$ cat src/sv/aabd_pkg.sv
// ----------------------------------------------------------------------------
// aabd_pkg
// Shared types and constants for the azimuth/altitude bilinear derate block.
// ----------------------------------------------------------------------------
package aabd_pkg;

    localparam int MAX_ROWS    = 16;
    localparam int MAX_COLS    = 64;
    localparam int ROW_W       = $clog2(MAX_ROWS);
    localparam int COL_W       = $clog2(MAX_COLS);
    localparam int ADDR_W      = ROW_W + COL_W;
    localparam int RCNT_W      = ROW_W + 1;
    localparam int CCNT_W      = COL_W + 1;
    localparam int CFG_IDX_W   = 2;
    localparam int CFG_DATA_W  = 7;
    localparam int QUEUE_DEPTH = 2;

    // Arithmetic widths of the interpolation datapath.
    localparam int OPR_W  = 18;
    localparam int ACC_W  = 52;
    localparam int DEN_W  = 34;
    localparam int DVD_W  = 52;
    localparam int DCNT_W = $clog2(DVD_W);

    localparam logic [15:0]        FACTOR_ONE = 16'd32768;
    localparam logic signed [16:0] AZ_LIMIT   = 17'sd46080;
    localparam logic signed [15:0] ALT_LIMIT  = 16'sd11520;

    typedef enum logic [CFG_IDX_W-1:0] {
        REG_ROWS   = 2'd0,
        REG_COLS   = 2'd1,
        REG_ENABLE = 2'd2
    } aabd_reg_t;

    typedef enum logic [1:0] {
        KIND_LOAD,
        KIND_IMMED,
        KIND_LOOKUP
    } aabd_kind_t;

    typedef struct packed {
        aabd_kind_t         kind;
        logic [3:0]         row;
        logic [5:0]         col;
        logic [15:0]        value;
        logic signed [16:0] az;
        logic signed [15:0] alt;
        logic               oor;
    } aabd_item_t;

    typedef struct packed {
        logic full;
        logic empty;
    } aabd_qstat_t;

endpackage

$ cat src/sv/aabd_queue.sv
// ----------------------------------------------------------------------------
// aabd_queue
// Short first-in first-out queue between the front and the back.
// ----------------------------------------------------------------------------
module aabd_queue import aabd_pkg::*; (
    input  logic        clk,
    input  logic        rst_n,
    input  logic        push,
    input  aabd_item_t  push_item,
    input  logic        pop,
    output aabd_item_t  head_item,
    output logic        head_valid,
    output aabd_qstat_t qstat
);

    localparam int PTR_W = $clog2(QUEUE_DEPTH);

    aabd_item_t         slot_reg [QUEUE_DEPTH];
    logic [PTR_W-1:0]   wp_reg;
    logic [PTR_W-1:0]   rp_reg;
    logic [PTR_W:0]     cnt_reg;
    logic               do_push;
    logic               do_pop;

    assign qstat.full  = (cnt_reg == (PTR_W+1)'(QUEUE_DEPTH));
    assign qstat.empty = (cnt_reg == '0);
    assign head_valid  = !qstat.empty;
    assign head_item   = slot_reg[rp_reg];
    assign do_push     = push && !qstat.full;
    assign do_pop      = pop && !qstat.empty;

    always_ff @(posedge clk)
    begin
        if (do_push)
        begin
            slot_reg[wp_reg] <= push_item;
        end
    end

    always_ff @(posedge clk or negedge rst_n)
    begin
        if (!rst_n)
        begin
            wp_reg  <= '0;
            rp_reg  <= '0;
            cnt_reg <= '0;
        end
        else
        begin
            if (do_push)
            begin
                wp_reg <= (wp_reg == PTR_W'(QUEUE_DEPTH - 1)) ? '0 : wp_reg + 1'b1;
            end
            if (do_pop)
            begin
                rp_reg <= (rp_reg == PTR_W'(QUEUE_DEPTH - 1)) ? '0 : rp_reg + 1'b1;
            end
            if (do_push && !do_pop)
            begin
                cnt_reg <= cnt_reg + 1'b1;
            end
            else if (do_pop && !do_push)
            begin
                cnt_reg <= cnt_reg - 1'b1;
            end
        end
    end

endmodule

$ cat config.mk
export PLATFORM = sky130hd
export DESIGN_NAME = aabd_queue
export DESIGN_NICKNAME = d
export VERILOG_FILES = /design/src/sv/aabd_pkg.sv /design/src/sv/aabd_queue.sv
export SDC_FILE = /design/constraint.sdc
export NUM_CORES = 1
export LEC_CHECK = 0
export BUFFER_PORTS_ARGS = -buffer_cell sky130_fd_sc_hd__buf_2
export CAP_MARGIN = 10
export CORE_MARGIN = 2
export CORE_UTILIZATION = 35
export DETAILED_ROUTE_END_ITERATION = 10
export SYNTH_ARGS = -nofsm -noshare
export SYNTH_HDL_FRONTEND = slang
export SYNTH_SLANG_ARGS = --single-unit
$ cat constraint.sdc
create_clock -name clk -period 3.95 [get_ports clk]
set_input_delay 0.395 -clock clk [delete_from_list [all_inputs] [get_ports clk]]
set_output_delay 0.395 -clock clk [all_outputs]
set_load 0.05 [all_outputs]
==> flow_metrics.py <==
metrics = {
    "synthesis": {
        "synth_top_family_by_area": "multiplexers",
        "yosys_warnings": 0,
        "syn_nets": 280,
        "syn_area_per_cell_sq_um": 23.4,
        "synth_area_sq_mm": 0.00498,
        "yosysSeqAreaShare": 0.768,
        "synth_top_area_frac": 0.748,
        "synthAdderAreaFrac": 0.00251,
        "muxShareOfSynthArea": 0.185,
        "synthTopCellsByArea": "edfxtp_1, mux2_4, buf_12, dfrtp_1, mux2_2",
        "synth_area_leader_cell": "edfxtp_1",
        "yosys.area_share.simple": 0.00679,
        "ys_ff_latch": 128,
        "synth.distinct_cells": 15,
        "synth_compound_area_frac": 0,
        "synth_cells": 213,
        "synthXorXnorAreaFrac": 0.00880,
    },
    "power_and_ir_drop": {
        "p_per_area_mw_per_mm2": 910,
        "clkPwrFrac": 0.238,
        "switchingPower_mw": 2.26,
        "ir_drop_uv": 754,
        "power.total_mw": 5.73,
        "swShare": 0.394,
        "pwr-share-comb": 0.407,
        "p_int_mw": 3.47,
        "leakagePower_nw": 2.54,
        "sequentialPowerShare": 0.355,
    },
    "floorplan": {
        "dieArea_sq_mm": 0.0152,
        "io_pins": 131,
        "rows": 43,
        "fp.dieW_um": 123,
        "start_util": 0.358,
        "core_area_sq_mm": 0.0139,
        "dieHeight_um": 123,
    },
    "global_route": {
        "grt_overflow_total": 0,
        "antenna_found_initial": 0,
        "grt_max_degree": 63,
        "grt_use_total": 0.115,
        "grt_pass1_wl_mm": 12.4,
        "grt_pass1_vias": 2450,
    },
    "finish": {
        "areaGrowthSynthToFinish_pct": 26.6,
        "final_cells": 549,
        "layout-drive-gt1-share": 0.599,
        "largest_reg_flops": 124,
        "num_antenna_cells": 0,
        "final_net_count": 425,
        "fillers": 1225,
        "final_core_utilization": 0.454,
    },
    "route": {
        "vias": 2397,
        "drc": 0,
        "wl_per_cell_um": 15.3,
        "antenna_left": 0,
        "first_pass_iters": 4,
        "drt-total-wl_mm": 8.40,
        "drtIter0Drc": 120,
        "vias_per_cell": 4.37,
    },
    "min_path": {
        "holdPathStages": 1,
        "holdCritPathClass": "in -> reg",
    },
    "setup_path": {
        "path_max_fanout": 34,
        "path_class": "reg -> out",
        "cp_slowest_cell": "dfrtp_4",
        "r2r_cells": 4,
        "start_kind": "register",
        "arrival_ns": 2.15,
        "worstPathCellList": "buf_12 -> mux2_2 -> buf_2",
        "slowest_delay_ns": 0.82,
        "required_ns": 3.56,
        "end_kind": "output pin",
    },
    "placement": {
        "dp.final_hpwl_mm": 5.31,
        "gp_congestion": 0.638,
        "dp.cells": 518,
        "portBuffers": 130,
    },
    "timing": {
        "finalSetupViolCount": 0,
        "tns_ns": 0,
        "post-route-min-period_ns": 2.55,
        "worst_pin_slew_ns": 0.893,
        "finalHoldViolations": 0,
        "finClkSkew_ns": 0.00729,
        "relSlewSlack": 0.403,
        "fin_crit_sh": 0.645,
        "fmax_mhz": 392,
        "final_max_slew_viol_count": 0,
        "rsz0062_at_grt": "false",
    },
    "job": {
        "maxCapViolCount": 0,
    },
    "clocking": {
        "numCtsBuffers": 17,
        "clk_path_buf_depth": 2,
        "cts_tree": "yes",
        "cts_resized": 0,
        "path_clk_slew_ns": 0.05,
        "clockRootBuffer": "clkbuf_16",
        "clock-sinks": 128,
        "htree_levels": 4,
        "worst_skew_pair.late_latency_ns": 0.41,
    },
    "outcome": {
        "status": "complete, no violations",
    },
}
worst max-delay path: cells and delay by family (launching register included):
kind     cells  cell delay [ns]
buf+inv      2             0.55
mux          1             0.36
flops        1             0.82
cells in the mapped netlist:
master and number:
buf_12 6, mux2_4 59, edfxtp_1 124, dfrtp_1 4, xor2_1 2, nor2_1 2, inv_1 3, ha_1 1
nand2_1 2, nand2b_1 1, mux2_2 3, or2_1 1, and3_1 1, buf_6 1, xnor2_1 3
final timing paths:
kind                                             start                        end  slack, ns
worst max-delay path                rp_reg$_DFFE_PN0P_              head_item[40]       1.40
worst min-delay path                     push_item[36]  slot_reg[0][36]$_DFFE_PP_       0.17
worst max register to register  cnt_reg[0]$_DFFE_PN0P_  slot_reg[0][57]$_DFFE_PP_       1.87
worst min register to register  cnt_reg[1]$_DFFE_PN0P_     cnt_reg[1]$_DFFE_PN0P_       0.50
max in group asynchronous                        rst_n         rp_reg$_DFFE_PN0P_       3.50
min in group asynchronous                        rst_n         wp_reg$_DFFE_PN0P_       0.31
placed cells by master, fill, tap and decap left out:
master         count
clkinvlp_4         1
xor2_1             2
clkinv_1           2
clkbuf_1           4
buf_12             2
dfrtp_1            3
nor2_4             1
nand2_1            2
and3_4             1
clkbuf_16         17
edfxtp_1         124
xnor2_1            3
buf_2            130
nand2b_1           1
nor2_1             1
dfrtp_4            1
bufinv_16          1
dlygate4sd3_1      1
ha_1               1
mux2_2             3
or2_1              1
clkinv_2           5
mux2_4            59
inv_1              3
power groups by stage:
| stage | Sequential (mW) | Clock (mW) | Combinational [mW] |
|---|---|---|---|
| 2_1_floorplan | 1.97 | 0 | 2.12 |
| 3_3_place_gp | 2.05 | 0 | 2.36 |
| 3_5_place_dp | 2.07 | 0 | 2.36 |
| 4_1_cts | 2.05 | 1.40 | 2.37 |
| 5_1_grt | 2.07 | 1.46 | 2.46 |
| 6_report | 2.04 | 1.36 | 2.33 |
metal layers:
layer,up-vias,track usage,share of wire
met5,-,0,0
met1,1181,0.129,0.41
li1,1122,-,-
met3,11,0.0549,0.076
met2,83,0.180,0.49
met4,0,0.0618,0.018
kinds of logic after synthesis:
family	count (synthesis)
xor+xnor	5
simple gates	7
mux	62
fa+ha+maj	1
flops	128
buf+inv	10
through the flow:
stage	area, sq um	setup slack (ns)	hold slack (ns)
2_1_floorplan	4980	0.251	0.0994
3_3_place_gp	5780	1.80	0.204
3_5_place_dp	5780	1.79	0.207
4_1_cts	6300	1.33	0.147
5_1_grt	6300	1.29	0.146
6_report	6300	1.40	0.171
repair_timing:
| item | in CTS | in global routing |
|---|---|---|
| hold buffers | 1 | 0 |
| endpoints found under the hold margin | 4 | 0 |
| setup buffers | 0 | 0 |
final cells by class:
| type | instances | area, sq um | share of cell area |
|---|---|---|---|
| sequential | 128 | 3830 | 0.608 |
| multi-input combinational | 75 | 1020 | 0.162 |
| timing repair buffer | 133 | 701 | 0.111 |
| clock buffer | 21 | 440 | 0.0699 |
| tap | 180 | 225 | 0.0358 |
| clock inverter | 9 | 70.1 | 0.0111 |
| inverter | 3 | 11.3 | 0.00179 |
Note: power is estimated with default switching activity, not from simulation.
