<file path="src/sv/aabd_pkg.sv">
// ----------------------------------------------------------------------------
// aabd_pkg
// Shared types and constants for the azimuth/altitude bilinear derate block.
// ----------------------------------------------------------------------------
package aabd_pkg;

    localparam int MAX_ROWS    = 16;
    localparam int MAX_COLS    = 64;
    localparam int ROW_W       = $clog2(MAX_ROWS);
    localparam int COL_W       = $clog2(MAX_COLS);
    localparam int ADDR_W      = ROW_W + COL_W;
    localparam int RCNT_W      = ROW_W + 1;
    localparam int CCNT_W      = COL_W + 1;
    localparam int CFG_IDX_W   = 2;
    localparam int CFG_DATA_W  = 7;
    localparam int QUEUE_DEPTH = 2;

    // Arithmetic widths of the interpolation datapath.
    localparam int OPR_W  = 18;
    localparam int ACC_W  = 52;
    localparam int DEN_W  = 34;
    localparam int DVD_W  = 52;
    localparam int DCNT_W = $clog2(DVD_W);

    localparam logic [15:0]        FACTOR_ONE = 16'd32768;
    localparam logic signed [16:0] AZ_LIMIT   = 17'sd46080;
    localparam logic signed [15:0] ALT_LIMIT  = 16'sd11520;

    typedef enum logic [CFG_IDX_W-1:0] {
        REG_ROWS   = 2'd0,
        REG_COLS   = 2'd1,
        REG_ENABLE = 2'd2
    } aabd_reg_t;

    typedef enum logic [1:0] {
        KIND_LOAD,
        KIND_IMMED,
        KIND_LOOKUP
    } aabd_kind_t;

    typedef struct packed {
        aabd_kind_t         kind;
        logic [3:0]         row;
        logic [5:0]         col;
        logic [15:0]        value;
        logic signed [16:0] az;
        logic signed [15:0] alt;
        logic               oor;
    } aabd_item_t;

    typedef struct packed {
        logic full;
        logic empty;
    } aabd_qstat_t;

endpackage

</file>
<file path="src/sv/aabd_front.sv">
// ----------------------------------------------------------------------------
// aabd_front
// Accepts input transactions and sorts them into table loads, immediate
// answers and table lookups before they enter the queue.
// ----------------------------------------------------------------------------
module aabd_front import aabd_pkg::*; (
    input  logic               in_valid,
    output logic               in_stall,
    input  logic               action,
    input  logic [3:0]         row_index,
    input  logic [5:0]         col_index,
    input  logic [15:0]        entry_value,
    input  logic signed [16:0] azimuth,
    input  logic signed [15:0] altitude,
    input  logic               derate_enable,
    input  aabd_qstat_t        qstat,
    output logic               push,
    output aabd_item_t         item
);

    logic az_ok;
    logic alt_ok;

    assign az_ok  = !azimuth[16] && (azimuth <= AZ_LIMIT);
    assign alt_ok = !altitude[15] && (altitude <= ALT_LIMIT);

    assign in_stall = qstat.full;
    assign push     = in_valid && !qstat.full;

    always_comb
    begin
        item.row   = row_index;
        item.col   = col_index;
        item.value = entry_value;
        item.az    = azimuth;
        item.alt   = altitude;
        item.oor   = 1'b0;
        if (!action)
        begin
            item.kind = KIND_LOAD;
        end
        else if (!derate_enable)
        begin
            item.kind = KIND_IMMED;
        end
        else if (!(az_ok && alt_ok))
        begin
            item.kind = KIND_IMMED;
            item.oor  = 1'b1;
        end
        else
        begin
            item.kind = KIND_LOOKUP;
        end
    end

endmodule

</file>
<file path="config.mk">
export PLATFORM = sky130hd
export DESIGN_NAME = aabd_front
export DESIGN_NICKNAME = d
export VERILOG_FILES = /design/src/sv/aabd_pkg.sv /design/src/sv/aabd_front.sv
export SDC_FILE = /design/constraint.sdc
export NUM_CORES = 1
export LEC_CHECK = 0
export ABC_AREA = 0
export BUFFER_PORTS_ARGS = -buffer_cell sky130_fd_sc_hd__buf_2
export CORE_MARGIN = 2
export CORE_UTILIZATION = 27
export DETAILED_ROUTE_END_ITERATION = 12
export PLACE_DENSITY_LB_ADDON = 0.12
export SKIP_LAST_GASP = 1
export SYNTH_ARGS = -nofsm -noshare
export SYNTH_HDL_FRONTEND = slang
export SYNTH_SLANG_ARGS = --single-unit
</file>
<file path="constraint.sdc">
create_clock -name vclk -period 4.9
set_clock_uncertainty 0.15 [all_clocks]
set_input_delay 0.98 -clock vclk [all_inputs]
set_output_delay 0.98 -clock vclk [all_outputs]
set_load 0.05 [all_outputs]
</file>
==> results of run 1 <==
metal layers:
metal	share of wire	vias up	GRT usage
met5	0	-	0
met4	0.0015	0	0.0132
met3	0.21	2	0.0172
met2	0.47	67	0.145
met1	0.32	215	0.0868
li1	-	245	-
cell families after synthesis:
family | count (synthesis)
and+or+nand+nor | 13
AOI/OAI and AO/OA | 7
buffers and inverters | 61
path summary, 6_finish.rpt:
path,cells after the start,from,slack (ns),to
max,6,altitude[9],1.11,item[61]
min,0,entry_value[7],1.81,item[41]
cells in the mapped netlist:
cell type and n:
nand2b_1 1, a31oi_1 2, a21oi_1 1, nor4_1 2, nand2_1 1, and3b_1 1, o211ai_1 1, nor4bb_1 1
a21o_1 1, buf_4 60, nor2b_1 1, nand4_1 1, nand3b_1 1, or4_4 2, a211o_1 1, inv_1 1
nor4b_1 2, o221ai_2 1
where the power goes:
group | internal, mW | total (mW) | switching (mW)
Combinational | 0.0251 | 0.0991 | 0.0740
Sequential | 0 | 0 | 0
Clock | 0 | 0 | 0
Total | 0.0251 | 0.0991 | 0.0740
cells in the final DEF (no fill, tap or decap), types with 2 or more instances in the layout:
cell type   n
or4_4       2
nor4b_1     2
buf_2      75
nor4_1      2
a31oi_1     2
metrics by stage:
stage          instance area (sq um)  std cells  power [mW]  setup WS (ns)
3_3_place_gp                     572        124      0.0995           1.10
4_1_cts                          572        124       0.100           1.10
2_1_floorplan                    612         81       0.143           1.20
3_5_place_dp                     572        124      0.0999           1.11
5_1_grt                          572        124       0.104           1.03
6_report                         572        124      0.0991           1.11
final cells by class:
class / instances / area [sq um]
Fill cell: 256 / 1600
Multi-Input combinational cell: 20 / 158
Timing Repair Buffer: 75 / 375
Tap cell: 28 / 35.0
Inverter: 1 / 3.75
==> impl_metrics.json, run 1 <==
{
  "outcome": "finished, final reports clean",
  "cts_hold_buf": 0,
  "detail-route-antenna-nets": 0,
  "utilization": 0.264,
  "nets": 162,
  "criticalPathCategory": "in2out",
  "path_cells": "buf_2 -> or4_4 -> or4_4 -> o221ai_2 -> and3b_1 -> buf_2",
  "p_leak_nw": 0.348,
  "vias": 529,
  "tightest_slew_ns": 0.295,
  "regArea_sq_um": 0,
  "syn_area_sq_um": 612,
  "avgViaCountPerCell": 4.27,
  "grt_pass1_wl_microns": 1660,
  "synth-adder-area-share": 0,
  "holdWs_ns": 1.81,
  "ys.warnings.count": 0,
  "critPathArrivalTime_ns": 2.66,
  "rsz0062_at_grt": "no",
  "fin_crit_sh": 0.773,
  "worst-path-max-fanout": 3,
  "first_pass_iters": 1,
  "synthCells": 81,
  "rows": 17,
  "drt_wl_total_microns": 1300,
  "period_needed_ns": 3.79,
  "cp_slowest_stage_delay_ns": 0.53,
  "hold_violations": 0,
  "vdd_drop_max_uv": 44.1,
  "max_slew_margin": 0.801,
  "port_buffers": 75,
  "hp-class": "in2out",
  "worst_setup_path_end_kind": "primary output",
  "crit_required_ns": 3.77,
  "netlist.area_leader.share": 0.736,
  "synth_compound_area_frac": 0.0920,
  "synth_top_family_by_area": "buffers and inverters",
  "dr.first_iter.drc_count": 0,
  "finalSetupViolCount": 0,
  "start_kind": "input port",
  "ios": 128,
  "grt_pass1_vias": 376,
  "num-clock-buffers": 0,
  "synth.mux.area_fraction": 0,
  "cp_top_family": "simple AND/OR/NAND/NOR gates",
  "grt.total_usage": 0.0764,
  "yosys.cell_types.count": 18,
  "core_sq_mm": 0.00217,
  "num_antenna_cells": 0,
  "cts_setup_buffers": 0,
  "antenna_found_initial": 0,
  "cts_resized": 0,
  "yosys.area_share.xor_xnor": 0,
  "power_density_mw_per_mm2": 173,
  "crit_buf_inv": 2,
  "slowest_stage": "or4_4",
  "tns_ns": 0,
  "start_util": 0.282,
  "die_area_sq_mm": 0.00266,
  "synth_nets": 145,
  "grt_max_degree": 4,
  "place_congestion": 0.642,
  "grt_overflow": 0,
  "area_delta_synth_final_pct": -6.54,
  "drive_gt1_frac": 0.813,
  "drc": 0,
  "die_w_microns": 51.6,
  "wl_per_cell_microns": 10.5,
  "cap_violations": 0,
  "synth_area_leader_cell": "buf_4",
  "synthSimpleGateAreaFrac": 0.166,
  "avgSynthCellArea_sq_um": 7.55,
  "fmax_ghz": 0.264,
  "yosysSeqAreaShare": 0,
  "design.seq.count": 0,
  "synthTopCellsByArea": "buf_4 74%, or4_4 3.7%, nor4b_1 2.9%, o221ai_2 2.5%, a31oi_1 2.0%",
  "drv_slew": 0,
  "die_h_microns": 51.6
}
Note: power is estimated with default switching activity, not from simulation.
==> run 2, diff against run 1 <==
Settings changed: CORE_UTILIZATION 27 to 25.
Clock period 4.9 ns to 3.7 ns, I/O delays scaled along.
==> run 2 against run 1 <==
Die area rose by 7.4%; power up 32%; global-route usage is 0.36 points lower; largest cell class unchanged; cell count did not move; core utilization down 0.99 points; critical path type unchanged; sequential cell count did not move; via count rose by 4.0%; setup slack lost 0.73 ns; design area is the same.
==> impl_metrics.json, run 2 (synthesis results as in run 1) <==
{
  "p_leak_nw": 0.348,
  "area_delta_synth_final_pct": -6.54,
  "grt_pass1_wl_microns": 1630,
  "num-clock-buffers": 0,
  "grt.total_usage": 0.0728,
  "ios": 128,
  "num_antenna_cells": 0,
  "rows": 17,
  "final_cell_mix": "75 x buf_2, 2 x or4_4, 2 x nor4_1, 2 x nor4b_1, 2 x a31oi_1",
  "outcome": "finished, final reports clean",
  "detail-route-antenna-nets": 0,
  "critPathArrivalTime_ns": 2.42,
  "utilization": 0.254,
  "fmax_ghz": 0.302,
  "die_area_sq_mm": 0.00286,
  "tightest_slew_ns": 0.297,
  "avgViaCountPerCell": 4.44,
  "hold_violations": 0,
  "period_needed_ns": 3.31,
  "max_slew_margin": 0.799,
  "place_congestion": 0.582,
  "power_density_mw_per_mm2": 229,
  "worst_setup_path_end_kind": "primary output",
  "hp-class": "in2out",
  "rsz0062_at_grt": "no",
  "cts_resized": 0,
  "drive_gt1_frac": 0.813,
  "vias": 550,
  "cap_violations": 0,
  "design.seq.count": 0,
  "worst-path-max-fanout": 3,
  "nets": 162,
  "grt_max_degree": 4,
  "core_sq_mm": 0.00225,
  "grt_pass1_vias": 412,
  "final_common_cell": "buf_2",
  "vdd_drop_max_uv": 70.7,
  "die_w_microns": 53.5,
  "fin_crit_sh": 0.895,
  "crit_required_ns": 2.81,
  "drc": 0,
  "tns_ns": 0,
  "wl_per_cell_microns": 10.9,
  "start_util": 0.271,
  "finalSetupViolCount": 0,
  "antenna_found_initial": 0,
  "criticalPathCategory": "in2out",
  "grt_overflow": 0,
  "cts_hold_buf": 0,
  "drv_slew": 0,
  "first_pass_iters": 1,
  "cts_setup_buffers": 0,
  "port_buffers": 75,
  "drt_wl_total_microns": 1360,
  "start_kind": "input port",
  "die_h_microns": 53.5,
  "regArea_sq_um": 0,
  "dr.first_iter.drc_count": 0
}
## run 2: cell counts in the layout (fill, tap and decap cells not counted)
No cell type changed its count.
## run 2: layout make-up
class | count | area [sq um]
multi-input cells | 20 | 158
well taps | 28 | 35.0
inverters | 1 | 3.75
fillers | 272 | 1680
repair buffers | 75 | 375
## run 2: worst max-delay path, cell delays in order
cell and delay [ns]:
buf_2 0.10, or4_4 0.53, or4_4 0.43, o221ai_2 0.17
and3b_1 0.18, buf_2 0.26
## run 2: final timing paths
path / startpoint / to / cells after the start
min: entry_value[6] / item[40] / 0
max: altitude[9] / item[61] / 6
## run 2: routing by layer
metal | GRT usage | part of all wire
met1 | 0.0667 | 0.30
met2 | 0.146 | 0.47
met3 | 0.0367 | 0.23
met4 | 0.00427 | 0.0037
met5 | 0 | 0
## run 2: metrics by stage
stage               area (sq um)  hold WS (ns)  instances  worst slack [ns]  power, mW
CTS                          572          1.33        124             0.367      0.132
finish                       572          1.33        124             0.388      0.131
detailed placement           572          1.33        124             0.367      0.132
floorplan                    612          1.50         81             0.475      0.190
global placement             572          1.33        124             0.378      0.132
global route                 572          1.33        124             0.339      0.138
## run 2: report_power, final
group | total, mW | switching (mW) | internal (mW)
Clock | 0 | 0 | 0
Sequential | 0 | 0 | 0
Combinational | 0.131 | 0.0978 | 0.0332
==> run 3, diff against run 2 <==
==> constraint.sdc (replaced) <==
create_clock -name vclk -period 3.7
set_clock_uncertainty 0.15 [all_clocks]
set_input_delay 0.185 -clock vclk [all_inputs]
set_output_delay 0.185 -clock vclk [all_outputs]
set_load 0.05 [all_outputs]
==> run 3 against run 2 <==
Non-clock buffer count is the same; global-route usage shrank 0.17 points; setup slack gained 1.1 ns; design area is the same; critical path type unchanged; largest cell class unchanged.
==> impl_metrics.json, run 3 (synthesis results as in run 1) <==
{
  "grt_pass1_wl_microns": 1590,
  "cap_violations": 0,
  "highest_layer": "met4",
  "port_buffers": 75,
  "dr_wl_met2_microns": 610,
  "power.internal_mw": 0.0332,
  "wl_per_cell_microns": 10.6,
  "p_leak_nw": 0.348,
  "core_sq_mm": 0.00225,
  "p_comb_frac": 1.000,
  "start_util": 0.271,
  "drive_gt1_frac": 0.813,
  "drt_wl_total_microns": 1310,
  "multi_input_area_sq_um": 158,
  "grt.total_usage": 0.0711,
  "place_area_sq_um": 572,
  "cts_resized": 0,
  "critPathArrivalTime_ns": 1.88,
  "p_sw_frac": 0.746,
  "detail-route-antenna-nets": 0,
  "max_slew_margin": 0.802,
  "area_delta_synth_final_pct": -6.54,
  "p_seq_frac": 0,
  "fin_cells": 124,
  "vdd_drop_max_uv": 64.2,
  "pwr-share-clk": 0,
  "first_pass_iters": 2,
  "power_mw": 0.131,
  "rsz0062_at_grt": "no",
  "wl_met1_microns": 376,
  "cts_hold_buf": 0,
  "regArea_sq_um": 0,
  "utilization": 0.254,
  "outcome": "finished, final reports clean",
  "design.seq.count": 0,
  "period_needed_ns": 2.21,
  "fin_crit_sh": 0.599,
  "p_switching_mw": 0.0977,
  "finalSetupViolCount": 0,
  "worst-path-max-fanout": 3,
  "fin_area_sq_um": 572,
  "cts_setup_buffers": 0,
  "drv_slew": 0,
  "worst_setup_path_end_kind": "primary output",
  "dpl.hpwl_microns": 1260,
  "crit_required_ns": 3.37,
  "tns_ns": 0,
  "die_h_microns": 53.5,
  "nets": 162,
  "nFillCells": 253,
  "final_cell_mix": "75 x buf_2, 2 x or4_4, 2 x nor4_1, 2 x nor4b_1, 2 x a31oi_1",
  "antenna_found_initial": 0,
  "rows": 17,
  "slowest_stage": "or4_4",
  "grt_overflow": 0,
  "start_kind": "input port",
  "place_inst": 124,
  "criticalPathCategory": "in2out",
  "num_antenna_cells": 0,
  "num-clock-buffers": 0,
  "grt_pass1_vias": 413,
  "hp-class": "in2out",
  "cp_slowest_stage_delay_ns": 0.54,
  "hold_violations": 0,
  "wl_met3_microns": 316,
  "power_density_mw_per_mm2": 229,
  "place_congestion": 0.583,
  "dr.first_iter.drc_count": 1,
  "ios": 128,
  "die_w_microns": 53.5,
  "tightest_slew_ns": 0.292,
  "fmax_ghz": 0.452,
  "final_common_cell": "buf_2",
  "die_area_sq_mm": 0.00286,
  "vias": 536,
  "drc": 0,
  "grt_max_degree": 4,
  "avgViaCountPerCell": 4.32,
  "path_cells": "buf_2 -> or4_4 -> or4_4 -> o221ai_2 -> and3b_1 -> buf_2"
}
run 3: worst max-delay path: cells and delay by family:
family | cells | cell delay (ns)
and+or+nand+nor | 3 | 1.16
buffers and inverters | 2 | 0.36
AOI/OAI and AO/OA | 1 | 0.18
run 3: power by group through the flow:
stage	clock network, mW	logic, mW	registers (mW)
floorplan	0	0.190	0
detailed placement	0	0.132	0
CTS	0	0.132	0
global placement	0	0.132	0
global route	0	0.138	0
finish	0	0.131	0
run 3: final timing paths:
check                 startpoint       end  slack, ns  cells after the start
setup / recovery     altitude[9]  item[61]       1.49                      6
hold / removal    entry_value[6]  item[40]       0.22                      0
run 3: per-layer routing:
metal | GRT usage | up-vias
met5 | 0 | -
met2 | 0.148 | 74
met1 | 0.0600 | 214
met3 | 0.0367 | 2
met4 | 0.00427 | 0
li1 | - | 246
run 3: final cells by class:
cell class         instances  share of cell area
well taps                 28              0.0613
repair buffers            75               0.656
multi-input cells         20               0.276
inverters                  1             0.00656
run 3: metrics by stage:
step | worst slack, ns | hold slack (ns)
final | 1.49 | 0.220
after global routing | 1.44 | 0.220
after CTS | 1.48 | 0.220
after detailed placement | 1.48 | 0.220
after global placement | 1.49 | 0.220
after floorplan | 1.59 | 0.387
